### src/rtl/key_index_insertion_sorter_unit_assert.svh
// Assertion macros for the key/index insertion sorter.
`ifndef KEY_INDEX_INSERTION_SORTER_UNIT_ASSERT_SVH
`define KEY_INDEX_INSERTION_SORTER_UNIT_ASSERT_SVH

`ifndef SYNTHESIS

`define KIIS_ASSERT(lbl, prop) \
    lbl: assert property (@(posedge i_clk) disable iff (!i_rst_n) prop) \
        else $error("kiis assertion failed");

`define KIIS_NEVER(lbl, cond) \
    lbl: assert property (@(posedge i_clk) disable iff (!i_rst_n) !(cond)) \
        else $error("kiis forbidden condition seen");

`else

`define KIIS_ASSERT(lbl, prop)

`define KIIS_NEVER(lbl, cond)

`endif

`endif

### src/rtl/kiis_pkg.sv
// Shared types and constants for the key/index insertion sorter.
`timescale 1ns / 1ps

package kiis_pkg;

    localparam int CAPACITY = 64;
    localparam int TAG_BITS = 16;
    localparam int KEY_BITS = 64;
    localparam int TAG_PORT_BITS = 16;
    localparam int STORED_TAG_BITS = (TAG_BITS < TAG_PORT_BITS) ? TAG_BITS : TAG_PORT_BITS;

    typedef struct packed {
        logic [KEY_BITS-1:0]        key;
        logic [STORED_TAG_BITS-1:0] tag;
    } t_elem;

    typedef struct packed {
        logic insert;
        logic drain;
    } t_cell_ctrl;

    typedef enum logic {
        ST_LOAD,
        ST_DRAIN
    } t_state;

endpackage

### src/rtl/kiis_cell.sv
// One cell of the insertion chain: holds one element and shifts with its neighbors.
`timescale 1ns / 1ps

module kiis_cell (
    input  logic                 i_clk,
    input  logic                 i_rst_n,
    input  kiis_pkg::t_cell_ctrl i_ctrl,
    input  kiis_pkg::t_elem      i_new,
    input  kiis_pkg::t_elem      i_prev,
    input  logic                 i_prev_valid,
    input  logic                 i_prev_take,
    input  kiis_pkg::t_elem      i_next,
    input  logic                 i_next_valid,
    output kiis_pkg::t_elem      o_elem,
    output logic                 o_valid,
    output logic                 o_take
);

    kiis_pkg::t_elem r_elem;
    kiis_pkg::t_elem n_elem;
    logic            r_valid;
    logic            n_valid;

    // strict less-than keeps equal keys in arrival order
    assign o_take  = !r_valid || (i_new.key < r_elem.key);
    assign o_elem  = r_elem;
    assign o_valid = r_valid;

    always_comb begin
        n_elem  = r_elem;
        n_valid = r_valid;
        if (i_ctrl.drain) begin
            n_elem  = i_next;
            n_valid = i_next_valid;
        end else if (i_ctrl.insert) begin
            if (i_prev_take) begin
                n_elem  = i_prev;
                n_valid = i_prev_valid;
            end else if (o_take) begin
                n_elem  = i_new;
                n_valid = 1'b1;
            end
        end
    end

    always_ff @(posedge i_clk) begin
        if (!i_rst_n) begin
            r_valid <= 1'b0;
        end else begin
            r_valid <= n_valid;
        end
    end

    always_ff @(posedge i_clk) begin
        r_elem <= n_elem;
    end

endmodule

### config.mk
export PLATFORM = sky130hd
export DESIGN_NAME = kiis_cell
export DESIGN_NICKNAME = d
export VERILOG_FILES = /design/src/rtl/key_index_insertion_sorter_unit_assert.svh /design/src/rtl/kiis_pkg.sv /design/src/rtl/kiis_cell.sv
export SDC_FILE = /design/constraint.sdc
export NUM_CORES = 1
export LEC_CHECK = 0
export ABC_AREA = 1
export BUFFER_PORTS_ARGS = -buffer_cell sky130_fd_sc_hd__buf_2
export CAP_MARGIN = 20
export CORE_AREA = 5 5 126 128
export DETAILED_ROUTE_END_ITERATION = 16
export DIE_AREA = 0 0 131 133
export GPL_TIMING_DRIVEN = 0
export PLACE_DENSITY = 0.79
export SETUP_SLACK_MARGIN = 0.1
export SLEW_MARGIN = 15
export SYNTH_ARGS = -nofsm -noshare
export SYNTH_HDL_FRONTEND = slang
export SYNTH_SLANG_ARGS = --single-unit
### constraint.sdc
create_clock -name i_clk -period 4.35 [get_ports i_clk]
set_input_delay 0.87 -clock i_clk [delete_from_list [all_inputs] [get_ports i_clk]]
set_output_delay 0.87 -clock i_clk [all_outputs]
set_load 0.005 [all_outputs]
Yosys cells after proc, flatten, opt, wreduce, memory -nomap -nowiden
Cells that the tools add are included.
- register bits: 81
- input bits: 247
- output and inout port bits: 82
- word-level logic and storage cells: 17
- $lt $le $gt $ge: 1
- mux-type cells: 8
- reductions and logical operators: 5
- operators by type and width (cell ; number):
    $mux W80 ; 4
    $lt A64 B64 Y1 ; 1
    $mux W1 ; 4
    $reduce_bool A3 Y1 ; 1
    $reduce_and A2 Y1 ; 1
    $reduce_bool A2 Y1 ; 1
    $logic_not A1 Y1 ; 1
    $logic_or A1 B1 Y1 ; 1

Logic depth before layout (Yosys ltp)
- depth after elaboration: 6
- mapped depth: 18

Least setup slack after synthesis
No wires, ideal clock.
- path type: input port to flip-flop
- from: in i_new[53] (netlist name)
- to: reg r_elem (netlist bit o_elem[0]) (enable)
- setup time: 434 ps
- arrival: 3453 ps
- required time: 3916 ps
- path slack: 463 ps
- stages: 12
- cell sequence: ha_1 -> a21oi_1 -> nor2_1 -> nor2_1 -> nand3_1 -> nand2_1 -> nand2_1 -> a21oi_1 -> nand2_2 -> nand3_2 -> nand2_1 -> inv_1
- cells in the longest elaborated chain, start to end: 4
- RTL lines (what ; line ; RTL):
    from (decl) ; kiis_cell.sv:8 ; input kiis_pkg::t_elem i_new,
    $lt A64 B64 Y1 ; kiis_cell.sv:25 ; assign o_take = !r_valid || (i_new.key < r_elem.key);
    $logic_or A1 B1 Y1 ; kiis_cell.sv:25 ;
    $reduce_bool A3 Y1 (no line) ; - ;
    $reduce_and A2 Y1 (no line) ; - ;
    to (signal assigned) ; kiis_cell.sv:55 ; r_elem <= n_elem;
    to (decl) ; kiis_cell.sv:19 ; kiis_pkg::t_elem r_elem;
No other way between the ends.
A chain may end at the register's enable or synchronous reset.

Worst setup path after layout
- from: in i_new[21] (netlist name)
- to: out o_take
- cells in the longest elaborated chain, start to end: 2
- RTL lines (what ; line ; RTL):
    $lt A64 B64 Y1 ; kiis_cell.sv:25 ;
    $logic_or A1 B1 Y1 ; kiis_cell.sv:25 ;
    to (decl) ; kiis_cell.sv:16 ; output logic o_take
No other way between the ends.

==> results.cfg <==
[outcome]
status = finished, final reports clean

[die]
start_util = 0.3842
fp.dieArea_sq_um = 17420
std_cell_rows = 45
die_w_um = 131
core-area_sq_um = 14750
ioPinCount = 329
die_h_um = 133

[critical_path]
cp_top_family = simple AND/OR/NAND/NOR gates
cp_common_cell = nand2_1
cp_max_fo = 2
crit_path_cell_trace = buf_2 -> ha_1 -> a21oi_1 -> nor2_1 -> nor3_1 -> nand2_1 -> nand2_1 -> nand2_1 -> nand2_1 -> nand2_1 -> nand2_1 -> nand2_2 -> nand2_1 -> buf_2
rrSetupSlack_ns = 1.61
endpoint_kind = output pin
cpPeakStageDelay_ns = 0.30
crit_required_ns = 3.48
arrival_ns = 2.32
r2r-start = o_elem[31]
r2r_cells = 16
rr_endpoint = o_elem[25]
crit_buf_inv = 2
start_kind = input port
crit_type = in2out
crit_start = i_new[21]
cpMaxStageDelayCell = ha_1

[yosys]
avgSynthCellArea_sq_um = 7.972
ys.warnings.count = 0
syn_inst = 711
synth_edf_count = 80
async_flop_share = 0
ys_ff_latch = 81
synth_seq_area_share = 0.4274
yosys-top-cells-count = 215 x nand2_1, 166 x nand3_1, 80 x edfxtp_1
synth_fp_nets = 1021
yosysTopAreaCell = edfxtp_1
ys_top_cells_by_area = edfxtp_1 42%, nand3_1 15%, nand2_1 14%
synth_top_flop_cell = edfxtp_1
yosysTopAreaCellShare = 0.4238
post_synth_num_cell_types = 25
syn_area_sq_um = 5668
synth.most_common_cell = nand2_1

[layout]
drive_gt1_frac = 0.3359
final_area_sq_um = 7880
syn_to_final_growth_pct = 39.03
diodes = 0
final_cells = 1242
nets = 1360

[power]
clockPowerShare = 0.334
p_per_area_nw_per_um2 = 309.7
power.switching_uw = 701.0
seqPwrFrac = 0.411
switching_share = 0.2873
internal-power_mw = 1.739
leakage_nw = 4.145
comb_power_share = 0.255
vdd_ir_drop_max_v = 0.0002203

[placed_design]
place.port_buffers = 327
place_inst = 1227
dp_hpwl_um = 16350
post_dp_cell_area_sq_um = 7570
gp_congestion = 0.9284
pre_cts_slack_ns = 0.9815

[clocking]
numCtsBuffers = 9
cts-root-buf = clkbuf_16
cts.path.max_buffers = 2
clock-sinks = 81
htreeDepth = 3
cts_setup_buffers = 0
ctsResizeCount = 0
clk_pin_slew_ns = 0.06
cts_tree = done
cts_hold_buf = 0
insertion_delay_ns = 0.34

[hold_path]
hold_end = o_valid
worstHoldPathCells = 4
hold_class = reg2reg
hp-start = o_valid

[run]
maxCapViolCount = 0

[grt]
grt_first_pass_wirelength_um = 29920
gr-usage-met2 = 0.3646
first_global_vias = 6012
grt_max_degree = 50
met1_usage = 0.2630
grt-ovfl-total = 0
busiest_layer = met2
antenna_found_initial = 0
track_usage = 0.2201
grt.met3_usage = 0.05813

[routing]
drt_iter0_drc = 437
antenna_left = 0
viasPerCell = 5.010
wl_per_cell_um = 16.17
first_pass_iters = 8
vias = 6222
wirelength_um = 20080
drcViolationCount = 0

[timing]
max_slew_margin = 0.6378
fin_crit_sh = 0.7330
setup_slack_ns = 1.161
tns_ns = 0
finClkSkew_ns = 0.01382
drv_slew = 0
final_hold_viol_count = 0
max_freq_mhz = 313.6
tightest_slew_ns = 0.5433
setup_violations = 0
rsz0062_at_grt = no
fin_crit_ns = 3.189
[state kept, by name (all words and copies together), names as in the netlist]
register  flops
o_elem       80
o_valid       1
[placed cells by master, fill, tap and decap left out]
master	netlist	layout
o21a_1	2	2
nand3_1	166	166
buf_2	2	329
o22ai_1	1	1
or2_2	1	1
clkbuf_16	0	9
buf_16	0	1
bufinv_16	0	2
nor2_4	1	1
buf_1	10	10
nor4_2	1	1
ha_1	63	63
nand4_1	4	4
clkinv_4	0	1
a21o_1	1	1
o21ai_1	3	3
nand2_1	215	215
o21ai_0	6	6
inv_2	1	1
nor3_1	2	2
nand3_2	2	2
dfxtp_1	1	1
clkinvlp_4	0	1
nor3_2	1	1
clkbuf_1	22	23
clkinv_2	0	1
edfxtp_1	80	80
a21oi_1	31	31
inv_1	75	74
inv_4	0	1
nor2_1	18	18
nand2_2	2	2
[power by group through the flow]
stage	logic, mW	clock network (mW)	registers [mW]
finish	0.622	0.815	1.00
global route	0.708	0.863	1.01
CTS	0.627	0.831	1.00
detailed placement	0.624	0	1.02
global placement	0.606	0	1.02
floorplan	0.297	0	1.03
[stage by stage]
step                hold WS, ns  power (mW)    util
floorplan                0.5791       1.325       -
global placement         0.6049       1.625  0.5111
detailed placement       0.6029       1.643  0.5131
CTS                      0.6194       2.462  0.5342
global route             0.6521       2.584  0.5342
finish                   0.6162       2.440  0.5342
[cell type report]
| cell class | count | area [sq um] |
|---|---|---|
| fillers | 1439 | 6872 |
| multi-input cells | 520 | 2830 |
| flip-flops and latches | 81 | 2422 |
| repair buffers | 328 | 1664 |
| inverters | 76 | 287.8 |
| well taps | 188 | 235.2 |
| clock buffers | 10 | 229.0 |
| plain buffers | 34 | 130.1 |
| clock inverters | 5 | 81.33 |
[layer usage]
layer	part of all wire	up-vias
met5	0	-
met4	0.042	0
met3	0.097	53
met2	0.47	316
met1	0.39	2769
li1	-	3084
[worst max path at each step]
stage | to | slack [ns] | depth (start not counted)
finish | o_take | 1.16 | 14
CTS | o_take | 1.15 | 14
global route | o_take | 0.98 | 14
floorplan | o_elem[0] | 0.46 | 12
detailed placement | o_elem[27] | 0.98 | 16
global placement | o_elem[29] | -0.78 | 15
[worst register-to-register path: stages (launching register included)]
cell	delay (ns)
edfxtp_1	0.40
inv_1	0.07
ha_1	0.23
nand2_1	0.09
inv_1	0.04
nand3_1	0.11
inv_1	0.05
a21oi_1	0.15
nand2_1	0.10
nand2_1	0.06
nand2_1	0.08
nand2_1	0.10
nand2_2	0.07
nand3_2	0.07
nand2_1	0.09
inv_4	0.35
buf_16	0.31
[kinds of logic (layout without fill, tap and decap cells)]
group,Yosys count,in the layout,synth area share
and+or+nand+nor,413,413,0.3199
buffers and inverters,110,453,0.07329
DFF,81,81,0.4274
adders and majority gates,63,63,0.1391
AOI/OAI and AO/OA,44,44,0.04040
Power figures use the tool's default switching activity.
